[config.mk]
export PLATFORM = sky130hd
export DESIGN_NAME = lever_pot_jog_slew_fsm_flat
export DESIGN_NICKNAME = d
export VERILOG_FILES = /design/src/hw/rtl/lpjs_pkg.sv /design/src/hw/rtl/lpjs_if.sv /design/src/hw/rtl/lever_pot_jog_slew_fsm.sv /design/src/flat_wrapper.sv
export VERILOG_INCLUDE_DIRS = /design/src /design/src/hw/rtl
export SDC_FILE = /design/constraint.sdc
export NUM_CORES = 1
export LEC_CHECK = 0
export BUFFER_PORTS_ARGS = -buffer_cell sky130_fd_sc_hd__buf_2
export CORE_MARGIN = 8
export CORE_UTILIZATION = 60
export DETAILED_ROUTE_END_ITERATION = 16
export PLACE_DENSITY = 0.83
export SLEW_MARGIN = 20
export SYNTH_ARGS = -nofsm -noshare
export SYNTH_HDL_FRONTEND = slang
export SYNTH_SLANG_ARGS = --single-unit
[constraint.sdc]
create_clock -name clock -period 9.03 [get_ports clock]
set_input_delay 0.903 -clock clock [delete_from_list [all_inputs] [get_ports clock]]
set_output_delay 0.903 -clock clock [all_outputs]
set_load 0.01 [all_outputs]
[src/hw/rtl/lever_pot_jog_slew_fsm_assert.svh]
// ----------------------------------------------------------------------------
// Lever jog/slew controller assertion macros
// Concurrent assertion helpers used by the RTL file of the block.
// ----------------------------------------------------------------------------
`ifndef LEVER_POT_JOG_SLEW_FSM_ASSERT_SVH
`define LEVER_POT_JOG_SLEW_FSM_ASSERT_SVH

`ifndef SYNTH
`define LPJS_ASSERT_SAME(name, clk, rst, ante, cons) \
   name: assert property (@(posedge clk) disable iff (rst) (ante) |-> (cons)) \
      else $error("lpjs: same-cycle check failed");
`define LPJS_ASSERT_NEXT(name, clk, rst, ante, cons) \
   name: assert property (@(posedge clk) disable iff (rst) (ante) |=> (cons)) \
      else $error("lpjs: next-cycle check failed");
`else
`define LPJS_ASSERT_SAME(name, clk, rst, ante, cons)
`define LPJS_ASSERT_NEXT(name, clk, rst, ante, cons)
`endif

`endif

[src/hw/rtl/lpjs_pkg.sv]
// ----------------------------------------------------------------------------
// Lever jog/slew controller package
// Types, register indexes, lever zone limits and scaling constants.
// ----------------------------------------------------------------------------
`default_nettype none

package lpjs_pkg;

   localparam int ADC_W      = 10;
   localparam int SPEED_W    = 16;
   localparam int CSR_W      = 16;
   localparam int CSR_INDEX_W = 2;
   localparam int DIST_W     = 9;
   localparam int PCT_W      = 7;
   localparam int PROD_W     = SPEED_W + PCT_W;

   typedef enum logic [2:0] {
      MODE_IDLE  = 3'd0,
      MODE_TURNL = 3'd1,
      MODE_SLEWL = 3'd2,
      MODE_TURNR = 3'd3,
      MODE_SLEWR = 3'd4,
      MODE_STOP  = 3'd5,
      MODE_INIT  = 3'd6
   } mode_type;

   typedef enum logic [1:0] {
      CMD_NONE      = 2'd0,
      CMD_JOG_TURN  = 2'd1,
      CMD_JOG_SPEED = 2'd2,
      CMD_STOP      = 2'd3
   } cmd_type;

   localparam logic DIR_LEFT  = 1'b0;
   localparam logic DIR_RIGHT = 1'b1;

   localparam logic [CSR_INDEX_W-1:0] CSR_SLEW_RATE     = 2'd0;
   localparam logic [CSR_INDEX_W-1:0] CSR_HOLDOFF_TICKS = 2'd1;
   localparam logic [CSR_INDEX_W-1:0] CSR_STARTUP_TICKS = 2'd2;

   localparam logic [CSR_W-1:0] SLEW_RATE_RST     = 16'd1000;
   localparam logic [CSR_W-1:0] HOLDOFF_TICKS_RST = 16'd50;
   localparam logic [CSR_W-1:0] STARTUP_TICKS_RST = 16'd1000;

   localparam logic [ADC_W-1:0] ADC_OPEN_MAX   = 10'd7;
   localparam logic [ADC_W-1:0] ADC_SLEWL_EDGE = 10'd356;
   localparam logic [ADC_W-1:0] ADC_TURNL_LO   = 10'd367;
   localparam logic [ADC_W-1:0] ADC_TURNL_HI   = 10'd456;
   localparam logic [ADC_W-1:0] ADC_CENTER_HI  = 10'd567;
   localparam logic [ADC_W-1:0] ADC_TURNR_LO   = 10'd568;
   localparam logic [ADC_W-1:0] ADC_TURNR_END  = 10'd657;
   localparam logic [ADC_W-1:0] ADC_SLEWR_EDGE = 10'd667;

   // Percent of full deflection is dist * 100 / 356, done as a multiply by
   // round-up(2^20 * 25 / 89) and a shift; exact for every 9-bit distance.
   localparam int PCT_SHIFT = 20;
   localparam int PCT_PROD_W = DIST_W + 19;
   localparam logic [PCT_PROD_W-1:0] PCT_MULT = 28'd294544;

   // Division by 100 as a multiply by round-up(2^30 / 100) and a shift;
   // exact for every product of a 16-bit rate and a percent up to 100.
   localparam int HUND_SHIFT = 30;
   localparam int HUND_PROD_W = PROD_W + 24;
   localparam logic [HUND_PROD_W-1:0] HUND_MULT = 47'd10737419;

endpackage

`default_nettype wire

[src/hw/rtl/lpjs_if.sv]
// ----------------------------------------------------------------------------
// Lever jog/slew controller channels
// Valid/ready interfaces for the sample channel and the command channel.
// ----------------------------------------------------------------------------
`default_nettype none

interface lpjs_req_if;
   import lpjs_pkg::*;

   logic                 valid;
   logic                 ready;
   logic [ADC_W-1:0]     adc_value;
   logic                 tick;
   logic [SPEED_W-1:0]   jog_speed;

   modport source (output valid, output adc_value, output tick, output jog_speed,
                   input ready);
   modport sink (input valid, input adc_value, input tick, input jog_speed,
                 output ready);
endinterface

interface lpjs_rsp_if;
   import lpjs_pkg::*;

   logic                 valid;
   logic                 ready;
   logic [1:0]           command;
   logic                 direction;
   logic [SPEED_W-1:0]   speed;
   logic [2:0]           mode;

   modport source (output valid, output command, output direction, output speed,
                   output mode, input ready);
   modport sink (input valid, input command, input direction, input speed,
                 input mode, output ready);
endinterface

`default_nettype wire

[src/hw/rtl/lever_pot_jog_slew_fsm.sv]
// ----------------------------------------------------------------------------
// Lever potentiometer jog/slew controller
// Turns polled lever samples into motor jog, slew and stop commands.
// ----------------------------------------------------------------------------
// Samples arrive on req_ch, one transaction per sample with its tick flag
// and the turn jog speed the driver reports. Each sample yields exactly one
// command transaction on rsp_ch, in order.
// The mode machine and holdoff counter update in the cycle a sample is
// taken. The slew speed then passes a multiply stage and a scaling stage,
// so a command passes stage a, stage b and the output register in turn;
// one sample per cycle is sustained while rsp_ch takes each command, set
// by the three-stage valid/ready pipeline.
// When rsp_ch stalls, the command is held in the output register and the
// stages behind it fill up; req_ch.ready drops only when all are full.
// The csr port writes slew_rate, holdoff_ticks and startup_ticks; write it
// only while no transaction is in flight.
// Reset (synchronous, active high) restores the register defaults, puts
// the machine in its init mode with the holdoff loaded from startup_ticks,
// and empties the pipeline.
// ----------------------------------------------------------------------------
`default_nettype none

module lever_pot_jog_slew_fsm (
   input  wire logic                              clock,
   input  wire logic                              reset,
   lpjs_req_if.sink                               req_ch,
   lpjs_rsp_if.source                             rsp_ch,
   input  wire logic                              csr_we,
   input  wire logic [lpjs_pkg::CSR_INDEX_W-1:0]  csr_index,
   input  wire logic [lpjs_pkg::CSR_W-1:0]        csr_wdata
);
   import lpjs_pkg::*;

   typedef struct packed {
      cmd_type             cmd;
      logic                dir;
      mode_type            mode;
      logic [PCT_W-1:0]    pct;
      logic [SPEED_W-1:0]  floor;
   } stage_a_type;

   typedef struct packed {
      cmd_type             cmd;
      logic                dir;
      mode_type            mode;
      logic [PROD_W-1:0]   prod;
      logic [SPEED_W-1:0]  floor;
   } stage_b_type;

   logic [CSR_W-1:0]    slew_rate_ff, slew_rate_in;
   logic [CSR_W-1:0]    holdoff_ticks_ff, holdoff_ticks_in;
   logic [CSR_W-1:0]    startup_ticks_ff, startup_ticks_in;

   mode_type            mode_ff, mode_in;
   logic [ADC_W-1:0]    last_sample_ff, last_sample_in;
   logic [CSR_W-1:0]    holdoff_count_ff, holdoff_count_in;
   logic [SPEED_W-1:0]  floor_speed_ff, floor_speed_in;

   logic                a_valid_ff, a_valid_in;
   stage_a_type         a_ff, a_in;
   logic                b_valid_ff, b_valid_in;
   stage_b_type         b_ff, b_in;
   logic                rsp_valid_ff, rsp_valid_in;
   cmd_type             rsp_cmd_ff, rsp_cmd_in;
   logic                rsp_dir_ff, rsp_dir_in;
   mode_type            rsp_mode_ff, rsp_mode_in;
   logic [SPEED_W-1:0]  rsp_speed_ff, rsp_speed_in;

   logic                rsp_free, b_free, a_free;
   logic                req_fire;
   logic [CSR_W-1:0]    count_dec;
   logic                eval;
   cmd_type             cmd;
   logic                dir;
   logic [DIST_W-1:0]   lever_dist;
   logic [PCT_PROD_W-1:0]  pct_prod;
   logic [HUND_PROD_W-1:0] hund_prod;
   logic [SPEED_W-1:0]  scaled;
   logic [ADC_W-1:0]    adc;

   assign rsp_free = !rsp_valid_ff || rsp_ch.ready;
   assign b_free   = !b_valid_ff || rsp_free;
   assign a_free   = !a_valid_ff || b_free;
   assign req_fire = req_ch.valid && a_free;
   assign adc      = req_ch.adc_value;

   assign req_ch.ready     = a_free;
   assign rsp_ch.valid     = rsp_valid_ff;
   assign rsp_ch.command   = rsp_cmd_ff;
   assign rsp_ch.direction = rsp_dir_ff;
   assign rsp_ch.speed     = rsp_speed_ff;
   assign rsp_ch.mode      = rsp_mode_ff;

   assign count_dec = (req_ch.tick && holdoff_count_ff != '0) ?
                      holdoff_count_ff - CSR_W'(1) : holdoff_count_ff;
   assign eval = (adc != last_sample_ff) && (count_dec == '0);

   always_ff @(posedge clock) begin
      if (reset) begin
         mode_ff <= MODE_INIT;
      end else begin
         mode_ff <= mode_in;
      end
   end

   always_comb begin
      mode_in        = mode_ff;
      floor_speed_in = floor_speed_ff;
      cmd            = CMD_NONE;
      dir            = DIR_LEFT;
      lever_dist     = '0;
      if (req_fire && eval) begin
         unique case (mode_ff)
            MODE_IDLE: begin
               if (adc < ADC_SLEWL_EDGE && adc > ADC_OPEN_MAX) begin
                  mode_in = MODE_SLEWL;
               end else if (adc >= ADC_TURNL_LO && adc <= ADC_TURNL_HI) begin
                  cmd            = CMD_JOG_TURN;
                  dir            = DIR_LEFT;
                  floor_speed_in = req_ch.jog_speed;
                  mode_in        = MODE_TURNL;
               end else if (adc >= ADC_TURNR_LO && adc < ADC_TURNR_END) begin
                  cmd            = CMD_JOG_TURN;
                  dir            = DIR_RIGHT;
                  floor_speed_in = req_ch.jog_speed;
                  mode_in        = MODE_TURNR;
               end else if (adc >= ADC_SLEWR_EDGE) begin
                  mode_in = MODE_SLEWR;
               end
            end
            MODE_TURNL: begin
               if (adc >= ADC_TURNL_LO && adc <= ADC_TURNL_HI) begin
                  cmd            = CMD_JOG_TURN;
                  dir            = DIR_LEFT;
                  floor_speed_in = req_ch.jog_speed;
               end else if (adc < ADC_SLEWL_EDGE) begin
                  mode_in = MODE_SLEWL;
               end else if (adc > ADC_TURNL_HI) begin
                  mode_in = MODE_STOP;
               end
            end
            MODE_SLEWL: begin
               if (adc >= ADC_SLEWL_EDGE) begin
                  mode_in = MODE_STOP;
               end else begin
                  cmd        = CMD_JOG_SPEED;
                  dir        = DIR_LEFT;
                  lever_dist = DIST_W'(ADC_SLEWL_EDGE - adc);
               end
            end
            MODE_TURNR: begin
               if (adc >= ADC_TURNR_LO && adc < ADC_TURNR_END) begin
                  cmd = CMD_JOG_TURN;
                  dir = DIR_RIGHT;
               end else if (adc >= ADC_SLEWR_EDGE) begin
                  mode_in = MODE_SLEWR;
               end else if (adc < ADC_CENTER_HI) begin
                  mode_in = MODE_STOP;
               end
            end
            MODE_SLEWR: begin
               if (adc < ADC_SLEWR_EDGE) begin
                  mode_in = MODE_STOP;
               end else begin
                  cmd        = CMD_JOG_SPEED;
                  dir        = DIR_RIGHT;
                  lever_dist = DIST_W'(adc - ADC_SLEWR_EDGE);
               end
            end
            MODE_STOP: begin
               if (adc > ADC_TURNL_HI && adc <= ADC_CENTER_HI) begin
                  mode_in = MODE_IDLE;
               end
               cmd = CMD_STOP;
            end
            default: begin
               if (adc > ADC_TURNL_HI && adc < ADC_CENTER_HI) begin
                  floor_speed_in = '0;
                  mode_in        = MODE_IDLE;
               end
            end
         endcase
      end
   end

   assign pct_prod  = PCT_PROD_W'(lever_dist) * PCT_MULT;
   assign hund_prod = HUND_PROD_W'(b_ff.prod) * HUND_MULT;
   assign scaled    = hund_prod[HUND_SHIFT +: SPEED_W];

   always_comb begin
      slew_rate_in     = slew_rate_ff;
      holdoff_ticks_in = holdoff_ticks_ff;
      startup_ticks_in = startup_ticks_ff;
      last_sample_in   = last_sample_ff;
      holdoff_count_in = holdoff_count_ff;
      if (req_fire) begin
         if (eval) begin
            holdoff_count_in = holdoff_ticks_ff;
            last_sample_in   = adc;
         end else begin
            holdoff_count_in = count_dec;
         end
      end
      if (csr_we) begin
         unique case (csr_index)
            CSR_SLEW_RATE:     slew_rate_in = csr_wdata;
            CSR_HOLDOFF_TICKS: holdoff_ticks_in = csr_wdata;
            CSR_STARTUP_TICKS: begin
               startup_ticks_in = csr_wdata;
               if (mode_ff == MODE_INIT) begin
                  holdoff_count_in = csr_wdata;
               end
            end
            default: ;
         endcase
      end

      a_valid_in = a_valid_ff;
      a_in       = a_ff;
      if (a_free) begin
         a_valid_in = req_fire;
         a_in.cmd   = cmd;
         a_in.dir   = dir;
         a_in.mode  = mode_in;
         a_in.pct   = pct_prod[PCT_SHIFT +: PCT_W];
         a_in.floor = floor_speed_ff;
      end

      b_valid_in = b_valid_ff;
      b_in       = b_ff;
      if (b_free) begin
         b_valid_in = a_valid_ff;
         b_in.cmd   = a_ff.cmd;
         b_in.dir   = a_ff.dir;
         b_in.mode  = a_ff.mode;
         b_in.prod  = PROD_W'(slew_rate_ff * a_ff.pct);
         b_in.floor = a_ff.floor;
      end

      rsp_valid_in = rsp_valid_ff;
      rsp_cmd_in   = rsp_cmd_ff;
      rsp_dir_in   = rsp_dir_ff;
      rsp_mode_in  = rsp_mode_ff;
      rsp_speed_in = rsp_speed_ff;
      if (rsp_free) begin
         rsp_valid_in = b_valid_ff;
         rsp_cmd_in   = b_ff.cmd;
         rsp_dir_in   = b_ff.dir;
         rsp_mode_in  = b_ff.mode;
         if (b_ff.cmd != CMD_JOG_SPEED) begin
            rsp_speed_in = '0;
         end else if (scaled < b_ff.floor) begin
            rsp_speed_in = b_ff.floor;
         end else begin
            rsp_speed_in = scaled;
         end
      end
   end

   always_ff @(posedge clock) begin
      if (reset) begin
         slew_rate_ff     <= SLEW_RATE_RST;
         holdoff_ticks_ff <= HOLDOFF_TICKS_RST;
         startup_ticks_ff <= STARTUP_TICKS_RST;
         last_sample_ff   <= '0;
         holdoff_count_ff <= STARTUP_TICKS_RST;
         floor_speed_ff   <= '0;
         a_valid_ff       <= 1'b0;
         b_valid_ff       <= 1'b0;
         rsp_valid_ff     <= 1'b0;
      end else begin
         slew_rate_ff     <= slew_rate_in;
         holdoff_ticks_ff <= holdoff_ticks_in;
         startup_ticks_ff <= startup_ticks_in;
         last_sample_ff   <= last_sample_in;
         holdoff_count_ff <= holdoff_count_in;
         floor_speed_ff   <= floor_speed_in;
         a_valid_ff       <= a_valid_in;
         b_valid_ff       <= b_valid_in;
         rsp_valid_ff     <= rsp_valid_in;
      end
   end

   always_ff @(posedge clock) begin
      a_ff         <= a_in;
      b_ff         <= b_in;
      rsp_cmd_ff   <= rsp_cmd_in;
      rsp_dir_ff   <= rsp_dir_in;
      rsp_mode_ff  <= rsp_mode_in;
      rsp_speed_ff <= rsp_speed_in;
   end

`include "lever_pot_jog_slew_fsm_assert.svh"

   `LPJS_ASSERT_SAME(a_speed_only_on_slew, clock, reset,
      rsp_valid_ff && rsp_cmd_ff != CMD_JOG_SPEED, rsp_speed_ff == '0)
   `LPJS_ASSERT_SAME(a_stop_cmd_mode, clock, reset,
      a_valid_ff && a_ff.cmd == CMD_STOP,
      a_ff.mode == MODE_STOP || a_ff.mode == MODE_IDLE)
   `LPJS_ASSERT_NEXT(a_holdoff_reload, clock, reset,
      req_fire && eval && !csr_we, holdoff_count_ff == $past(holdoff_ticks_ff))
   `LPJS_ASSERT_NEXT(a_mode_held_without_eval, clock, reset,
      !(req_fire && eval), mode_ff == $past(mode_ff))

endmodule

`default_nettype wire

[src/flat_wrapper.sv]
// flat-port wrapper written by rule: the top's interface ports become plain ports
module lever_pot_jog_slew_fsm_flat import lpjs_pkg::*;
  (clock, reset, csr_we, csr_index, csr_wdata, req_ch_valid, req_ch_adc_value, req_ch_tick, req_ch_jog_speed, req_ch_ready, rsp_ch_valid, rsp_ch_command, rsp_ch_direction, rsp_ch_speed, rsp_ch_mode, rsp_ch_ready);
  lpjs_req_if req_ch_i ();
  lpjs_rsp_if rsp_ch_i ();
  input  wire logic clock;
  input  wire logic reset;
  input  wire logic csr_we;
  input  wire logic [lpjs_pkg::CSR_INDEX_W-1:0] csr_index;
  input  wire logic [lpjs_pkg::CSR_W-1:0] csr_wdata;
  input wire logic [$bits(req_ch_i.valid)-1:0] req_ch_valid;
  input wire logic [$bits(req_ch_i.adc_value)-1:0] req_ch_adc_value;
  input wire logic [$bits(req_ch_i.tick)-1:0] req_ch_tick;
  input wire logic [$bits(req_ch_i.jog_speed)-1:0] req_ch_jog_speed;
  output wire logic [$bits(req_ch_i.ready)-1:0] req_ch_ready;
  output wire logic [$bits(rsp_ch_i.valid)-1:0] rsp_ch_valid;
  output wire logic [$bits(rsp_ch_i.command)-1:0] rsp_ch_command;
  output wire logic [$bits(rsp_ch_i.direction)-1:0] rsp_ch_direction;
  output wire logic [$bits(rsp_ch_i.speed)-1:0] rsp_ch_speed;
  output wire logic [$bits(rsp_ch_i.mode)-1:0] rsp_ch_mode;
  input wire logic [$bits(rsp_ch_i.ready)-1:0] rsp_ch_ready;
  assign req_ch_i.valid = req_ch_valid;
  assign req_ch_i.adc_value = req_ch_adc_value;
  assign req_ch_i.tick = req_ch_tick;
  assign req_ch_i.jog_speed = req_ch_jog_speed;
  assign req_ch_ready = req_ch_i.ready;
  assign rsp_ch_valid = rsp_ch_i.valid;
  assign rsp_ch_command = rsp_ch_i.command;
  assign rsp_ch_direction = rsp_ch_i.direction;
  assign rsp_ch_speed = rsp_ch_i.speed;
  assign rsp_ch_mode = rsp_ch_i.mode;
  assign rsp_ch_i.ready = rsp_ch_ready;
  lever_pot_jog_slew_fsm u_core (.clock(clock), .reset(reset), .req_ch(req_ch_i), .rsp_ch(rsp_ch_i), .csr_we(csr_we), .csr_index(csr_index), .csr_wdata(csr_wdata));
endmodule
==> impl_metrics.ini <==
[grt]
overflow = 0
grt_max_degree = 81
antenna_found_initial = 3
grt_pass1_vias = 17600
grt_pass1_wl_um = 89000
track_usage_pct = 25.0

[timing]
fin_crit_sh_pct = 95.8
slew_headroom_pct = 30.1
final.setup.tns_ns = 0
tightest_slew_ns = 1.05
fin_skew_ns = 0.0174
hold_violations = 0
final_max_slew_viol_count = 0
max_freq_mhz = 116
rsz0062_at_grt = no
min_period_ns = 8.65
setup_violations = 0

[placed_design]
hpwl_um = 45200
dpl_cell_area_mm2 = 0.0234
port-buffer-count = 73
place_congestion = 0.953

[synthesis]
synth.area.mux_share_pct = 0.586
ys_seq_elements = 176
synthArstFlopShare_pct = 0
synth-compound-area-share_pct = 10.2
synth_cell_types = 83
synth.avg_cell_area_um2 = 9.53
yosys.area_share.xor_xnor_pct = 2.21
ys_warn_count = 0
syn-num-nets = 3071
syn_inst = 2374
syn-cell-area_mm2 = 0.0226
synth_edf_count = 96
synthAdderAreaFrac_pct = 45.6
synth-seq-area-share_pct = 19.8
ys.flop_type = edfxtp_1
synthSimpleGateAreaFrac_pct = 12.2
synth_top_family_by_area = adder cells

[drt]
vias = 16800
first_iter_violations = 1191
drt-total-wl_um = 54400
ant_nets = 0
wl_per_cell_um = 18.6
dr.pass1.iters = 6
via_per_inst = 5.73
drc = 0

[floorplan]
initial_utilization_pct = 60.5
die-area_mm2 = 0.0442
core_mm2 = 0.0374
rows = 71
io_pins = 74
die_w_um = 210
die_y_um = 210

[clock_tree]
htree_levels = 4
cts_tree = done
root_buffer = clkbuf_16
clkLatencyLatePin_ns = 0.44
numClockSinks = 176
cts_buffers = 17
cts.clk_slew.worst_paths_ns = 0.07
cts_buffer_depth = 2

[setup_path]
cp_slowest_cell = fa_1
crit_arrival_ns = 8.85
critPathKind = flip-flop to flip-flop
crit_path_max_incr_delay_ns = 0.71
worstPathMaxFanout = 15
crit_path_start_kind = flip-flop
critPathCaptureType = flip-flop
cp.required_ns = 9.22
path_common_cell = fa_1

[worst_hold_path]
min_path_type = flip-flop to flip-flop

[finish]
area_growth_pct = 6.40
drive_above_1_share_pct = 6.82
nets = 3102
layout_common_cells = 470 x inv_1, 352 x ha_1, 295 x fa_1
stdcell_area_mm2 = 0.0241
layout_commonest_cell = inv_1

[pwr]
intPower_w = 0.00138
ir_drop_mv = 0.108
pwr-share-clk_pct = 41.2
p_leak_nw = 12.7
power_frac_comb_pct = 12.7
power.share.switching_pct = 27.2
share_seq_of_total_power_pct = 46.1
power_density_mw_per_mm2 = 78.5
p_sw_w = 0.000514

[job]
maxCapViolCount = 0

[status]
status = complete, no violations
==> power by group through the flow <==
stage / Combinational (W) / Sequential (W) / Clock [W]
5_1_grt: 0.000268 / 0.000873 / 0.000812
4_1_cts: 0.000237 / 0.000870 / 0.000788
3_3_place_gp: 0.000227 / 0.000888 / 0
2_1_floorplan: 0.000175 / 0.000877 / 0
3_5_place_dp: 0.000235 / 0.000888 / 0
6_report: 0.000240 / 0.000871 / 0.000779
==> final timing paths <==
check                             to  depth (start not counted)  slack, ns             from
max          u_core.rsp_ch.speed[12]                         28       0.38  u_core.b_ff[36]
min                  u_core.b_ff[11]                          0       0.42  u_core.a_ff[11]
max reg2reg  u_core.rsp_ch.speed[12]                         28       0.38  u_core.b_ff[36]
min reg2reg          u_core.b_ff[11]                          0       0.42  u_core.a_ff[11]
==> synthesized netlist by cell type (all sizes together) (8+ instances only) <==
master  number  share of area [%]
xnor2       42                1.6
mux2i       11               0.49
nor3        39               0.93
nand2b       8               0.22
nand2      226                3.8
buf         17               0.53
o21a        13               0.43
xor2        15               0.58
a211oi      22               0.77
a211o        9               0.35
and2        33               0.91
dfxtp       80                7.1
o31ai        8               0.27
fa         295                 26
o22ai       11               0.33
clkbuf      65                1.1
nand3b      10               0.33
a21o        34                1.1
a21oi      136                3.0
o21ai       66                1.5
and3         9               0.25
nor2        94                1.6
a31oi       11               0.30
nand3       61                1.3
inv        470                7.8
edfxtp      96                 13
nor2b       17               0.47
nand4       15               0.41
ha         352                 19
nor4        11               0.39
==> stage by stage <==
| step | util (%) | total power (W) | setup WS (ns) | hold WS, ns | cells |
|---|---|---|---|---|---|
| 2_1_floorplan | - | 0.00105 | 0.776 | 0.400 | 2374 |
| 3_3_place_gp | 62.6 | 0.00111 | 0.390 | 0.401 | 2896 |
| 3_5_place_dp | 62.6 | 0.00112 | 0.265 | 0.405 | 2896 |
| 4_1_cts | 64.3 | 0.00189 | 0.241 | 0.421 | 2928 |
| 5_1_grt | 64.4 | 0.00195 | 0.0622 | 0.429 | 2930 |
| 6_report | 64.4 | 0.00189 | 0.376 | 0.419 | 2930 |
==> cell type report <==
class | count | area, um^2
inverters | 470 | 1760
clock inverters | 13 | 171
clock buffers | 19 | 454
multi-input cells | 1646 | 16000
fillers | 2934 | 13300
flip-flops and latches | 176 | 4480
diodes | 1 | 2.50
repair buffers | 94 | 523
well taps | 511 | 639
==> logic make-up (layout without fill, tap and decap cells) <==
logic type / count (synthesis) / after routing
adders and majority gates: 647 / 647
and+or+nand+nor: 563 / 563
buffers and inverters: 552 / 596
AOI/OAI and AO/OA: 366 / 366
DFF: 176 / 176
xor gates and xnor gates: 57 / 57
muxes: 13 / 13
other: 0 / 1
==> layer usage <==
metal | track usage (%) | part of all wire (%) | vias up | wire, um
met5 | 0 | 0.042 | - | 23
met4 | 8.04 | 3.0 | 4 | 1660
met3 | 4.13 | 5.4 | 133 | 2960
met2 | 43.9 | 50 | 570 | 27100
met1 | 31.3 | 42 | 8204 | 22700
li1 | - | - | 7871 | -
==> what timing repair did <==
item,in CTS,in global routing
setup endpoints to repair,0,16
resized for setup,0,5
hold buffers,0,0
buffers inserted,0,1
==> sequential cells by signal, summed over array words and instances, names as in the netlist <==
signal,cells
u_core.last_sample_ff,10
u_core.a_valid_ff,1
u_core.mode_ff,3
u_core.b_valid_ff,1
u_core.floor_speed_ff,16
u_core.holdoff_count_ff,16
u_core.b_ff,45
u_core.a_ff,29
u_core.slew_rate_ff,16
u_core.rsp_ch.direction,1
u_core.rsp_ch.speed,16
u_core.rsp_ch.valid,1
u_core.holdoff_ticks_ff,16
u_core.rsp_ch.command,2
u_core.rsp_ch.mode,3
==> worst max-delay path: cells and delay by family (launching register included) <==
kind            cells  cell delay (ns)
compound gates      9             1.99
xor+xnor            2             0.56
fa+ha+maj           9             4.20
buf+inv             3             0.32
flops               1             0.58
simple gates        5             0.74
(Power assumes the default switching activity.)
